$ cat config.mk
export PLATFORM = sky130hd
export DESIGN_NAME = brace_nested_word_tokenizer_unit
export DESIGN_NICKNAME = d
export VERILOG_FILES = /design/src/hw/rtl/bnwt_pkg.sv /design/src/hw/rtl/bnwt_scan.sv /design/src/hw/rtl/bnwt_rqueue.sv /design/src/hw/rtl/brace_nested_word_tokenizer_unit.sv
export VERILOG_INCLUDE_DIRS = /design/src /design/src/hw/rtl
export SDC_FILE = /design/constraint.sdc
export NUM_CORES = 1
export LEC_CHECK = 0
export BUFFER_PORTS_ARGS = -buffer_cell sky130_fd_sc_hd__clkbuf_2
export CAP_MARGIN = 15
export CORE_MARGIN = 2
export CORE_UTILIZATION = 61
export CTS_CLUSTER_SIZE = 20
export DETAILED_ROUTE_END_ITERATION = 8
export GPL_TIMING_DRIVEN = 0
export HOLD_SLACK_MARGIN = 0.12
export MAX_ROUTING_LAYER = met4
export PLACE_DENSITY = 0.79
export SYNTH_ARGS = -nofsm -noshare
export SYNTH_HDL_FRONTEND = slang
export SYNTH_SLANG_ARGS = --single-unit
$ cat constraint.sdc
create_clock -name clk -period 6.98 [get_ports clk]
set_input_delay 0.698 -clock clk [delete_from_list [all_inputs] [get_ports clk]]
set_output_delay 0.698 -clock clk [all_outputs]
set_load 0.02 [all_outputs]
$ cat src/hw/rtl/assert_macros.svh
// assertion macros used by the top rtl file
`ifndef ASSERT_MACROS_SVH
`define ASSERT_MACROS_SVH
`ifndef SYNTHESIS
// condition that holds at every clock edge outside reset
`define BNWT_ASSERT(lbl, cond, msg) \
	lbl: assert property (@(posedge clk) disable iff (!arst_n) (cond)) else $error(msg);
// same-cycle implication outside reset
`define BNWT_ASSERT_IMP(lbl, ante, cons, msg) \
	lbl: assert property (@(posedge clk) disable iff (!arst_n) (ante) |-> (cons)) \
		else $error(msg);
`else
`define BNWT_ASSERT(lbl, cond, msg)
`define BNWT_ASSERT_IMP(lbl, ante, cons, msg)
`endif
`endif

$ cat src/hw/rtl/bnwt_pkg.sv
// package: constants, codes and types of the brace nested word tokenizer
package bnwt_pkg;

	// limits
	localparam int MAX_LINE_LEN   = 1024;
	localparam int MAX_NEST_DEPTH = 255;
	localparam int POS_MAX        = 2047;
	localparam int LEN_MAX        = 1023;

	// field widths
	localparam int CHAR_W  = 8;
	localparam int BASE_W  = 10;
	localparam int POS_W   = 11;
	localparam int LEN_W   = 10;
	localparam int KIND_W  = 3;
	localparam int DEPTH_W = 8;

	// result queue
	localparam int QDEPTH = 4;
	localparam int QPTR_W = $clog2(QDEPTH);
	localparam int QCNT_W = $clog2(QDEPTH + 1);

	// scan modes
	localparam logic [1:0] MODE_BETWEEN = 2'd0;
	localparam logic [1:0] MODE_BARE    = 2'd1;
	localparam logic [1:0] MODE_BRACED  = 2'd2;
	localparam logic [1:0] MODE_DROP    = 2'd3;

	// result kinds
	localparam logic [KIND_W-1:0] KIND_WORD  = 3'd0;
	localparam logic [KIND_W-1:0] KIND_OK    = 3'd1;
	localparam logic [KIND_W-1:0] KIND_BRACE = 3'd2;
	localparam logic [KIND_W-1:0] KIND_END   = 3'd3;
	localparam logic [KIND_W-1:0] KIND_LONG  = 3'd4;
	localparam logic [KIND_W-1:0] KIND_DEEP  = 3'd5;

	// characters
	localparam logic [CHAR_W-1:0] CH_HASH   = 8'h23;
	localparam logic [CHAR_W-1:0] CH_LBRACE = 8'h7B;
	localparam logic [CHAR_W-1:0] CH_RBRACE = 8'h7D;
	localparam logic [CHAR_W-1:0] CH_SPACE  = 8'h20;
	localparam logic [CHAR_W-1:0] CH_TAB    = 8'h09;
	localparam logic [CHAR_W-1:0] CH_CR     = 8'h0D;
	localparam logic [CHAR_W-1:0] CH_LF     = 8'h0A;

	// one result word
	typedef struct packed {
		logic [KIND_W-1:0] kind;
		logic [POS_W-1:0]  pos;
		logic [LEN_W-1:0]  len;
		logic              last;
	} res_t;

	// results pushed by the scanner in one cycle
	typedef struct packed {
		logic [1:0] n;
		res_t       r0;
		res_t       r1;
	} push_t;

endpackage

$ cat src/hw/rtl/bnwt_scan.sv
// scanner: input register, line state and per-byte result logic
module bnwt_scan import bnwt_pkg::*; (
	input  logic              clk,
	input  logic              arst_n,
	input  logic              item_valid,
	output logic              item_stall,
	input  logic [CHAR_W-1:0] char_byte,
	input  logic              end_of_line,
	input  logic [BASE_W-1:0] base_offset,
	input  logic              room,
	output push_t             push
);

	// input register
	logic              valid_s1;
	logic [CHAR_W-1:0] char_s1;
	logic              eol_s1;
	logic [BASE_W-1:0] base_s1;

	// line state
	logic [1:0]         mode_q;
	logic [POS_W-1:0]   cp_q;
	logic [POS_W-1:0]   ws_q;
	logic [DEPTH_W-1:0] nd_q;
	logic [BASE_W-1:0]  lbase_q;
	logic               start_q;

	logic fire;
	logic accept;

	// state as seen by the current byte, after a new line is opened
	logic [1:0]         md;
	logic [POS_W-1:0]   cp;
	logic [POS_W-1:0]   ws;
	logic [DEPTH_W-1:0] nd;
	logic [BASE_W-1:0]  base;

	logic [POS_W:0]     abs_cp;
	logic [POS_W-1:0]   abs_ws;
	logic [POS_W-1:0]   wlen;
	logic               long_word;
	logic               is_space;
	logic               too_long;
	res_t               word_res;
	res_t               r0;
	res_t               r1;
	logic [1:0]         n;

	logic [1:0]         mode_d;
	logic [POS_W-1:0]   cp_d;
	logic [POS_W-1:0]   ws_d;
	logic [DEPTH_W-1:0] nd_d;
	logic               start_d;
	logic [DEPTH_W-1:0] nd_dec;

	assign fire       = valid_s1 && room;
	assign item_stall = valid_s1 && !room;
	assign accept     = item_valid && !item_stall;

	// take the next byte whenever the held one moves on
	always_ff @(posedge clk or negedge arst_n) begin
		if (!arst_n) begin
			valid_s1 <= 1'b0;
		end else if (accept) begin
			valid_s1 <= 1'b1;
		end else if (fire) begin
			valid_s1 <= 1'b0;
		end
	end

	always_ff @(posedge clk) begin
		if (accept) begin
			char_s1 <= char_byte;
			eol_s1  <= end_of_line;
			base_s1 <= base_offset;
		end
	end

	// fresh line view
	always_comb begin
		md   = start_q ? MODE_BETWEEN : mode_q;
		cp   = start_q ? '0 : cp_q;
		ws   = start_q ? '0 : ws_q;
		nd   = start_q ? '0 : nd_q;
		base = start_q ? base_s1 : lbase_q;
	end

	// positions and word length
	assign abs_cp    = {2'b00, base} + {1'b0, cp};
	assign abs_ws    = POS_W'({1'b0, base} + ws);
	assign wlen      = cp - ws;
	assign long_word = wlen > POS_W'(LEN_MAX);
	assign is_space  = (char_s1 == CH_SPACE) || (char_s1 == CH_TAB) ||
	                   (char_s1 == CH_CR) || (char_s1 == CH_LF);
	assign too_long  = (32'(cp) >= MAX_LINE_LEN) || (32'(abs_cp) >= POS_MAX);
	assign nd_dec    = nd - DEPTH_W'(1);

	always_comb begin
		word_res.last = 1'b1;
		if (long_word) begin
			word_res.kind = KIND_LONG;
			word_res.pos  = abs_cp[POS_W-1:0];
			word_res.len  = '0;
		end else begin
			word_res.kind = KIND_WORD;
			word_res.pos  = abs_ws;
			word_res.len  = wlen[LEN_W-1:0];
		end
	end

	// per-byte decision
	always_comb begin
		n       = 2'd0;
		r0      = '{kind: KIND_OK, pos: abs_cp[POS_W-1:0], len: '0, last: 1'b1};
		r1      = '{kind: KIND_OK, pos: abs_cp[POS_W-1:0], len: '0, last: 1'b1};
		mode_d  = md;
		cp_d    = cp;
		ws_d    = ws;
		nd_d    = nd;
		start_d = 1'b0;
		if (eol_s1) begin
			case (md)
				MODE_BETWEEN: begin
					n = 2'd1;
				end
				MODE_BARE: begin
					if (long_word) begin
						n  = 2'd1;
						r0 = word_res;
					end else begin
						n  = 2'd2;
						r0 = word_res;
						r0.last = 1'b0;
					end
				end
				MODE_BRACED: begin
					n       = 2'd1;
					r0.kind = KIND_END;
				end
				default: begin
					n = 2'd0;
				end
			endcase
			mode_d  = MODE_BETWEEN;
			nd_d    = '0;
			start_d = 1'b1;
		end else if (md == MODE_DROP) begin
			n = 2'd0;
		end else if (too_long) begin
			n       = 2'd1;
			r0.kind = KIND_LONG;
			mode_d  = MODE_DROP;
		end else begin
			cp_d = cp + POS_W'(1);
			case (md)
				MODE_BETWEEN: begin
					if (is_space) begin
						mode_d = MODE_BETWEEN;
					end else if (char_s1 == CH_HASH) begin
						n      = 2'd1;
						mode_d = MODE_DROP;
					end else if (char_s1 == CH_LBRACE) begin
						nd_d   = DEPTH_W'(1);
						ws_d   = cp + POS_W'(1);
						mode_d = MODE_BRACED;
					end else begin
						ws_d   = cp;
						mode_d = MODE_BARE;
					end
				end
				MODE_BARE: begin
					if (is_space) begin
						n      = 2'd1;
						r0     = word_res;
						mode_d = long_word ? MODE_DROP : MODE_BETWEEN;
					end else if ((char_s1 == CH_LBRACE) || (char_s1 == CH_RBRACE)) begin
						n       = 2'd1;
						r0.kind = KIND_BRACE;
						mode_d  = MODE_DROP;
					end
				end
				default: begin
					if (char_s1 == CH_LBRACE) begin
						if (32'(nd) >= MAX_NEST_DEPTH) begin
							n       = 2'd1;
							r0.kind = KIND_DEEP;
							mode_d  = MODE_DROP;
						end else begin
							nd_d = nd + DEPTH_W'(1);
						end
					end else if (char_s1 == CH_RBRACE) begin
						nd_d = nd_dec;
						if (nd_dec == '0) begin
							n      = 2'd1;
							r0     = word_res;
							mode_d = long_word ? MODE_DROP : MODE_BETWEEN;
						end
					end
				end
			endcase
		end
	end

	// state update when the byte leaves the input register
	always_ff @(posedge clk or negedge arst_n) begin
		if (!arst_n) begin
			mode_q  <= MODE_BETWEEN;
			cp_q    <= '0;
			ws_q    <= '0;
			nd_q    <= '0;
			lbase_q <= '0;
			start_q <= 1'b1;
		end else if (fire) begin
			mode_q  <= mode_d;
			cp_q    <= cp_d;
			ws_q    <= ws_d;
			nd_q    <= nd_d;
			lbase_q <= base;
			start_q <= start_d;
		end
	end

	assign push.n  = fire ? n : 2'd0;
	assign push.r0 = r0;
	assign push.r1 = r1;

endmodule

$ cat src/hw/rtl/bnwt_rqueue.sv
// result queue: small flop fifo taking up to two results a cycle
module bnwt_rqueue import bnwt_pkg::*; (
	input  logic              clk,
	input  logic              arst_n,
	input  push_t             push,
	output logic              room,
	output logic [QCNT_W-1:0] fill,
	output logic              res_valid,
	input  logic              res_stall,
	output logic [KIND_W-1:0] result_kind,
	output logic [POS_W-1:0]  position,
	output logic [LEN_W-1:0]  word_length,
	output logic              last_of_run
);

	res_t              entry_q [QDEPTH];
	logic [QPTR_W-1:0] wr_q;
	logic [QPTR_W-1:0] rd_q;
	logic [QCNT_W-1:0] cnt_q;
	logic              pop;
	logic [QCNT_W-1:0] after_pop;
	res_t              head;

	assign pop       = res_valid && !res_stall;
	assign after_pop = cnt_q - QCNT_W'(pop);
	// space for the worst case of two results
	assign room      = after_pop <= QCNT_W'(QDEPTH - 2);
	assign fill      = cnt_q;
	assign res_valid = cnt_q != '0;

	// pointers and count
	always_ff @(posedge clk or negedge arst_n) begin
		if (!arst_n) begin
			wr_q  <= '0;
			rd_q  <= '0;
			cnt_q <= '0;
		end else begin
			wr_q  <= wr_q + QPTR_W'(push.n);
			rd_q  <= rd_q + QPTR_W'(pop);
			cnt_q <= after_pop + QCNT_W'(push.n);
		end
	end

	// entry writes
	always_ff @(posedge clk) begin
		if (push.n != 2'd0) begin
			entry_q[wr_q] <= push.r0;
		end
		if (push.n == 2'd2) begin
			entry_q[wr_q + QPTR_W'(1)] <= push.r1;
		end
	end

	// head of queue onto the ports
	assign head        = entry_q[rd_q];
	assign result_kind = head.kind;
	assign position    = head.pos;
	assign word_length = head.len;
	assign last_of_run = head.last;

endmodule

$ cat src/hw/rtl/brace_nested_word_tokenizer_unit.sv
// path: an accepted word is held in the scanner input register, and its results go through the result queue
// throughput: one input word per cycle while the queue has room; an end marker closing a bare word
//   gives two results, which the four-entry result queue takes together in the same cycle
// input stalls only while the result queue cannot take two more results
// reset: asynchronous, active low; clears the queue and opens a fresh line
`include "assert_macros.svh"
module brace_nested_word_tokenizer_unit import bnwt_pkg::*; (
	input  logic              clk,
	input  logic              arst_n,
	input  logic              item_valid,
	output logic              item_stall,
	input  logic [CHAR_W-1:0] char_byte,
	input  logic              end_of_line,
	input  logic [BASE_W-1:0] base_offset,
	output logic              res_valid,
	input  logic              res_stall,
	output logic [KIND_W-1:0] result_kind,
	output logic [POS_W-1:0]  position,
	output logic [LEN_W-1:0]  word_length,
	output logic              last_of_run
);

	push_t             push;
	logic              room;
	logic [QCNT_W-1:0] fill;

	// scanner
	bnwt_scan u_scan (
		.clk         (clk),
		.arst_n      (arst_n),
		.item_valid  (item_valid),
		.item_stall  (item_stall),
		.char_byte   (char_byte),
		.end_of_line (end_of_line),
		.base_offset (base_offset),
		.room        (room),
		.push        (push)
	);

	// result queue
	bnwt_rqueue u_rqueue (
		.clk         (clk),
		.arst_n      (arst_n),
		.push        (push),
		.room        (room),
		.fill        (fill),
		.res_valid   (res_valid),
		.res_stall   (res_stall),
		.result_kind (result_kind),
		.position    (position),
		.word_length (word_length),
		.last_of_run (last_of_run)
	);

	// checks
	`BNWT_ASSERT(a_fill_bound, fill <= QCNT_W'(QDEPTH), "result queue overfilled")
	`BNWT_ASSERT_IMP(a_pair_shape, push.n == 2'd2, (push.r0.kind == KIND_WORD) && (push.r1.kind == KIND_OK) && !push.r0.last && push.r1.last, "bad result pair")
	`BNWT_ASSERT_IMP(a_stall_cause, item_stall, res_valid && (fill > QCNT_W'(QDEPTH - 2)), "input stalled with queue room")
	`BNWT_ASSERT_IMP(a_single_last, push.n == 2'd1, push.r0.last, "single result without last mark")

endmodule

* Word level (Yosys, flattened, before mapping)
Memory sizes are Yosys's and may differ from the RTL's.
Cells that the tools add are included.
** Word-level totals
- Bits of input ports :: 23
- Memory bits (read-only) :: 0
- Register bits :: 70
- RAM bits :: 100
- Output and inout port bits :: 27
- Memories kept :: 1
- Bits in latches :: 0
** Cells by class
- Add/sub/neg operators :: 11
- Bitwise operators :: 0
- Divide/modulo/power cells :: 0
- Magnitude comparators :: 5
- Shift-type cells :: 0
- Mux-type cells :: 78
- Reductions and logical operators :: 18
- $mul :: 0
- Equality and inequality tests :: 11
** Memories
- u_rqueue.entry_q :: depth 4, width 25, rd ports 1, clocked after memory_dff 0, wr ports 2, line bnwt_rqueue.sv:16 : res_t entry_q [QDEPTH];
** Operators by type and width (count)
- $mux 11 :: 12
- $mux 25 :: 4
- $mux 22 :: 4
- $mux 8 :: 10
- $pmux 25 s2 :: 1
- $mux 2 :: 24
- $eq 8x4->1 const B :: 3
- $mux 24 :: 1
- $eq 8x6->1 const B :: 2
- $eq 8x7->1 const B :: 2
- $pmux 8 s2 :: 1
- $add 10x11->12 :: 1
- $ge 12x11->1 const B :: 1
- $mux 1 :: 12
- $mux 3 :: 4
- $pmux 2 s2 :: 3
- $add 10x11->11 :: 1
- $add 11x1->11 const B :: 1
- $ge 11x11->1 const B :: 1
- $gt 11x10->1 const B :: 1
- $sub 11x11->11 :: 1
- $mux 10 :: 1
- $add 8x1->8 const B :: 1
- $ge 8x8->1 const B :: 1
- other kinds (18) :: 30

* Longest topological paths before layout
- Depth in word-level cells :: 14
- Depth in mapped cells :: 20
- Depth with buffers taken out :: 15

* Cells and area by module
Synthesis repeated with hierarchy kept, for this count alone.
** Unflattened totals
- Cell total of the unflattened synthesis :: 1001
- Area, all modules :: 11452.2 µm²
** By module, submodules not included
- bnwt_scan :: seq. area each 1672.9 µm², times used 1, cells an instance 721, area each 6089.6 µm²
- bnwt_rqueue :: seq. area each 3178.0 µm², times used 1, cells an instance 280, area each 5362.6 µm²

* Worst setup path after synthesis
Ideal clock, no wire load.
- Path kind :: register to register
- Start point :: reg u_scan.start_q
- End point :: reg u_rqueue.cnt_q[2] (netlist: u_rqueue.fill[2])
- Buffers on the path :: 4
- Clock period less this slack :: 5.159 ns
- Stages on the path, launching flop included :: 19
- Library setup time :: 0.126 ns
- Path slack :: 1.821 ns
- Arrival :: 5.032 ns
- Cell sequence :: dfstp_2 -> buf_6 -> clkbuf_1 -> buf_1 -> clkbuf_1 -> mux2_2 -> ha_1 -> ha_1 -> or3_1 -> o22ai_2 -> o31ai_4 -> xnor2_2 -> or4_4 -> o311a_1 -> nor3_2 -> ha_1 -> inv_1 -> fa_1 -> xnor2_1
** RTL lines
- start: declaration :: line bnwt_scan.sv:26 : logic start_q;
- start signal: assignment :: line bnwt_scan.sv:219 : start_q <= start_d;
- $mux 10 :: line bnwt_scan.sv:85 : base = start_q ? base_s1 : lbase_q;
- named net u_scan.base[0] :: line bnwt_scan.sv:36 : logic [BASE_W-1:0] base;
- $add 10x11->12 :: line bnwt_scan.sv:89 : assign abs_cp = {2'b00, base} + {1'b0, cp};
- $ge 12x11->1 :: line bnwt_scan.sv:95 : assign too_long = (32'(cp) >= MAX_LINE_LEN) || (32'(abs_cp) >= POS_MAX);
- $logic_or 1x1->1 :: line bnwt_scan.sv:95
- $mux 2 :: line bnwt_scan.sv:149 : end else if (too_long) begin
- $mux 2 :: line bnwt_scan.sv:147 : end else if (md == MODE_DROP) begin
- $mux 2 :: line bnwt_scan.sv:121 : if (eol_s1) begin
- $mux 2 :: line bnwt_scan.sv:223 : assign push.n = fire ? n : 2'd0;
- $add 3x2->3 :: line bnwt_rqueue.sv:40 : cnt_q <= after_pop + QCNT_W'(push.n);
- end signal: assignment :: line bnwt_rqueue.sv:40
- end: declaration :: line bnwt_rqueue.sv:19 : logic [QCNT_W-1:0] cnt_q;
The timed path passes the listed nets, and every way through them passes these cells.
A chain may end at the register's enable or synchronous reset.

==> impl_metrics.yaml <==
status:
  status: "finished clean"
cts:
  clock_sinks: 170
  clkTransAtPathRegs_ns: 0.08
  cts-buffers-inserted: 17
  clock_path_buffers: 2
  cts_tree: "done"
  hold_buffers: 0
  insertion_delay_ns: 0.45
  cts.htree.levels: 4
  cts_root_buf: "clkbuf_16"
logic_synthesis:
  synth-seq-area-share_pct: 39.8
  ys_ff_latch: 170
  synth-edff-count: 63
  avgSynthCellArea_um2: 9.41
  netlist_instances: 1145
  synth_top_area_share_pct: 17.6
  synthFlopType: "edfxtp_1"
  synthArstFlopShare_pct: 30.0
  synth_warnings: 0
  netlist_area_um2: 10800
  yosys.area.top_type: "edfxtp_1"
  synthesis.nets: 1212
  synth_area_leaders: "edfxtp_1 (18%), dfrtp_1 (12%), dfxtp_1 (10%)"
  yosys.cell_types.count: 90
drt:
  drt_first_iter_violations: 1092
  vias: 9847
  wl_per_cell_um: 22.2
  firstDrtPassIters: 8
  drc_errors: 0
  vias_per_cell: 6.78
  wirelength_um: 32300
  final_antenna_net_count: 0
place:
  dp_hpwl_um: 23900
  post_dp_cell_area_um2: 11300
  place.gp.congestion: 1.01
  portBuffers: 49
timing:
  worst_slew_pin_slew_ns: 0.979
  grt_setup_unrepaired: "no"
  timing.final.crit_share_pct: 96.8
  setup_tns_ns: 0
  final-hold-violation-count: 0
  fmax_ghz: 0.148
  skew_ns: 0.0105
  setup_viol: 0
  drv_slew: 0
  relSlewSlack_pct: 34.7
  layout_min_cycle_time_ns: 6.76
cells_and_area:
  fin_nets: 1281
  drive_above_1_share_pct: 14.3
  area_delta_synth_final_pct: 10.7
  design_area_um2: 11900
  fillers: 1364
  final_util_pct: 69.0
  n_antenna_cell: 0
worst_setup_path:
  critical_path.top_delay_family: "buffers and inverters"
  crit_path_end_kind: "flip-flop"
  crit_type: "reg -> reg"
  arrival_ns: 6.93
  worstReg2RegStart: "u_scan.start_q$_DFFE_PN1P_"
  crit_fanout: 10
  r2r_cells: 18
  crit_buf_inv: 7
  rrSetupSlack_ns: 0.22
  crit_required_ns: 7.15
  timing.rr.end: "u_rqueue.entry_q[0][13]$_DFFE_PP_"
  crit_start: "u_scan.start_q$_DFFE_PN1P_"
  slowest_stage: "buf_1"
  cp_cell_sequence: "buf_6 > clkbuf_1 > buf_1 > clkbuf_2 > clkbuf_1 > nor2b_1 > ha_1 > fa_1 > nor2b_1 > o21a_1 > o32ai_1 > o21ai_1 > xnor2_1 > clkbuf_1 > buf_1 > o22ai_1 > o22ai_1 > o22ai_1"
  slowest_delay_ns: 0.55
  crit_path_start_kind: "flip-flop"
  path_depth: 18
global_route:
  overflow: 0
  grt_max_degree: 36
  met2_usage_pct: 57.3
  use_met3_pct: 6.74
  grt-busiest-layer: "met2"
  grtUsageTotal_pct: 36.6
  use_met1_pct: 45.6
  grt_pass1_wl_um: 50400
  antenna_found_initial: 0
  grt_pass1_vias: 9343
worst_hold_path:
  min_path_type: "in -> async"
floorplanning:
  ios: 50
  rows: 48
  chipHeight_um: 137
  start_util_pct: 62.3
  die_w_um: 137
  die_area_um2: 18700
  coreArea_um2: 17300
power:
  clkPwrFrac_pct: 15.9
  pwr-share-seq_pct: 24.7
  power_density_nw_per_um2: 512
  switching_share_pct: 49.4
  p_int_w: 0.00309
  cellLeakagePower_nw: 4.70
  switchingPower_w: 0.00302
  worst_ir_drop_vdd_v: 0.000345
  p_comb_share_pct: 59.4
job:
  drv_cap: 0
registers in the layout, indices dropped and copies added, names as in the netlist:
register and flops:
u_rqueue.entry_q 100, u_scan.cp_q 11, u_scan.ws_q 11, u_scan.base_s1 10, u_scan.lbase_q 10, u_scan.char_s1 8
u_scan.nd_q 8, u_rqueue.fill 3, u_rqueue.rd_q 2, u_rqueue.wr_q 2, u_scan.mode_q 2, u_scan.eol_s1 1
u_scan.start_q 1, u_scan.valid_s1 1
area by class of cell:
type	instances	area (um2)	area share, %
multi-input combinational	867	6040	50.6
sequential	170	4290	36.0
inverter	37	139	1.16
timing repair buffer	50	265	2.22
tap	225	282	2.36
clock inverter	15	168	1.41
buffer	71	319	2.67
clock buffer	17	425	3.57
Yosys cell counts, types with 7 or more instances:
cell type / n
nand2_1: 130
nor2_1: 75
o21ai_0: 64
edfxtp_1: 63
a21oi_1: 62
nand3_1: 59
dfxtp_1: 56
dfrtp_1: 50
clkbuf_1: 49
ha_1: 41
inv_1: 36
o22ai_1: 35
nor3_1: 30
mux4_2: 25
xnor2_1: 25
nor2b_1: 24
mux2_2: 18
mux2i_1: 15
nand2b_1: 14
o21ai_1: 14
xor2_1: 13
and2_1: 12
a211oi_1: 11
a21o_1: 11
and3_1: 10
o211ai_1: 10
a22o_1: 9
a31oi_1: 9
buf_2: 8
nand4_1: 8
a32o_1: 7
repair_timing:
| item | CTS | global route |
|---|---|---|
| buffers inserted | 0 | 0 |
| resized for setup | 1 | 3 |
| cloned | 0 | 0 |
| setup endpoints to repair | 11 | 32 |
placed cells by master, fill, tap and decap left out, types with 9 or more instances in the layout:
| cell type | count |
|---|---|
| a31oi_1 | 9 |
| nand3_1 | 59 |
| o22ai_1 | 35 |
| clkbuf_2 | 50 |
| o21ai_0 | 64 |
| nor2b_1 | 24 |
| xor2_1 | 12 |
| o21ai_1 | 14 |
| a21o_1 | 11 |
| o211ai_1 | 10 |
| clkbuf_16 | 17 |
| xnor2_1 | 25 |
| clkbuf_1 | 48 |
| nand2_1 | 129 |
| nand2b_1 | 14 |
| mux4_2 | 25 |
| mux2i_1 | 15 |
| mux2_2 | 18 |
| dfrtp_1 | 50 |
| nor3_1 | 30 |
| edfxtp_1 | 63 |
| inv_1 | 36 |
| a21oi_1 | 62 |
| and3_1 | 10 |
| and2_1 | 12 |
| a22o_1 | 9 |
| nor2_1 | 75 |
| a211oi_1 | 11 |
| ha_1 | 41 |
| dfxtp_1 | 56 |
how the worst max path moves through the flow:
stage	slack [ns]	to
floorplan	1.82	u_rqueue.fill[2]$_DFF_PN0_
global placement	-0.18	u_rqueue.entry_q[3][18]$_DFFE_PP_
detailed placement	-0.22	u_rqueue.entry_q[3][18]$_DFFE_PP_
CTS	0.03	u_rqueue.entry_q[3][17]$_DFFE_PP_
global route	0.04	u_rqueue.entry_q[0][13]$_DFFE_PP_
finish	0.22	u_rqueue.entry_q[0][13]$_DFFE_PP_
power by group through the flow:
| stage | Clock (W) | Combinational, W | Sequential [W] |
|---|---|---|---|
| after global placement | 0 | 0.00343 | 0.00150 |
| final | 0.000973 | 0.00362 | 0.00151 |
| after global routing | 0.00101 | 0.00389 | 0.00153 |
| after floorplan | 0 | 0.00256 | 0.00146 |
| after detailed placement | 0 | 0.00349 | 0.00152 |
| after CTS | 0.000968 | 0.00353 | 0.00150 |
per-layer routing:
metal	up-vias	wire, um
li1	4422	-
met1	4679	12600
met2	587	15200
met3	159	2850
met4	0	1690
met5	-	0
cells by family after synthesis:
group	after synthesis	synth area share (%)
AO/OA/AOI/OAI	307	19.3
XOR/XNOR	39	3.24
adder cells (fa/ha/maj)	46	5.51
buffers and inverters	108	4.24
flip-flops	170	39.8
multiplexers	58	8.50
AND/OR/NAND/NOR	417	19.4
metrics by stage:
| step | hold slack (ns) | power [W] | cells | setup slack, ns |
|---|---|---|---|---|
| after CTS | 0.220 | 0.00600 | 1452 | 0.0275 |
| final | 0.202 | 0.00610 | 1452 | 0.224 |
| after floorplan | 0.402 | 0.00402 | 1145 | 1.82 |
| after global placement | 0.440 | 0.00492 | 1419 | -0.176 |
| after detailed placement | 0.445 | 0.00501 | 1420 | -0.223 |
| after global routing | 0.231 | 0.00643 | 1452 | 0.0356 |
No activity file was read; power rests on OpenSTA's default activity.
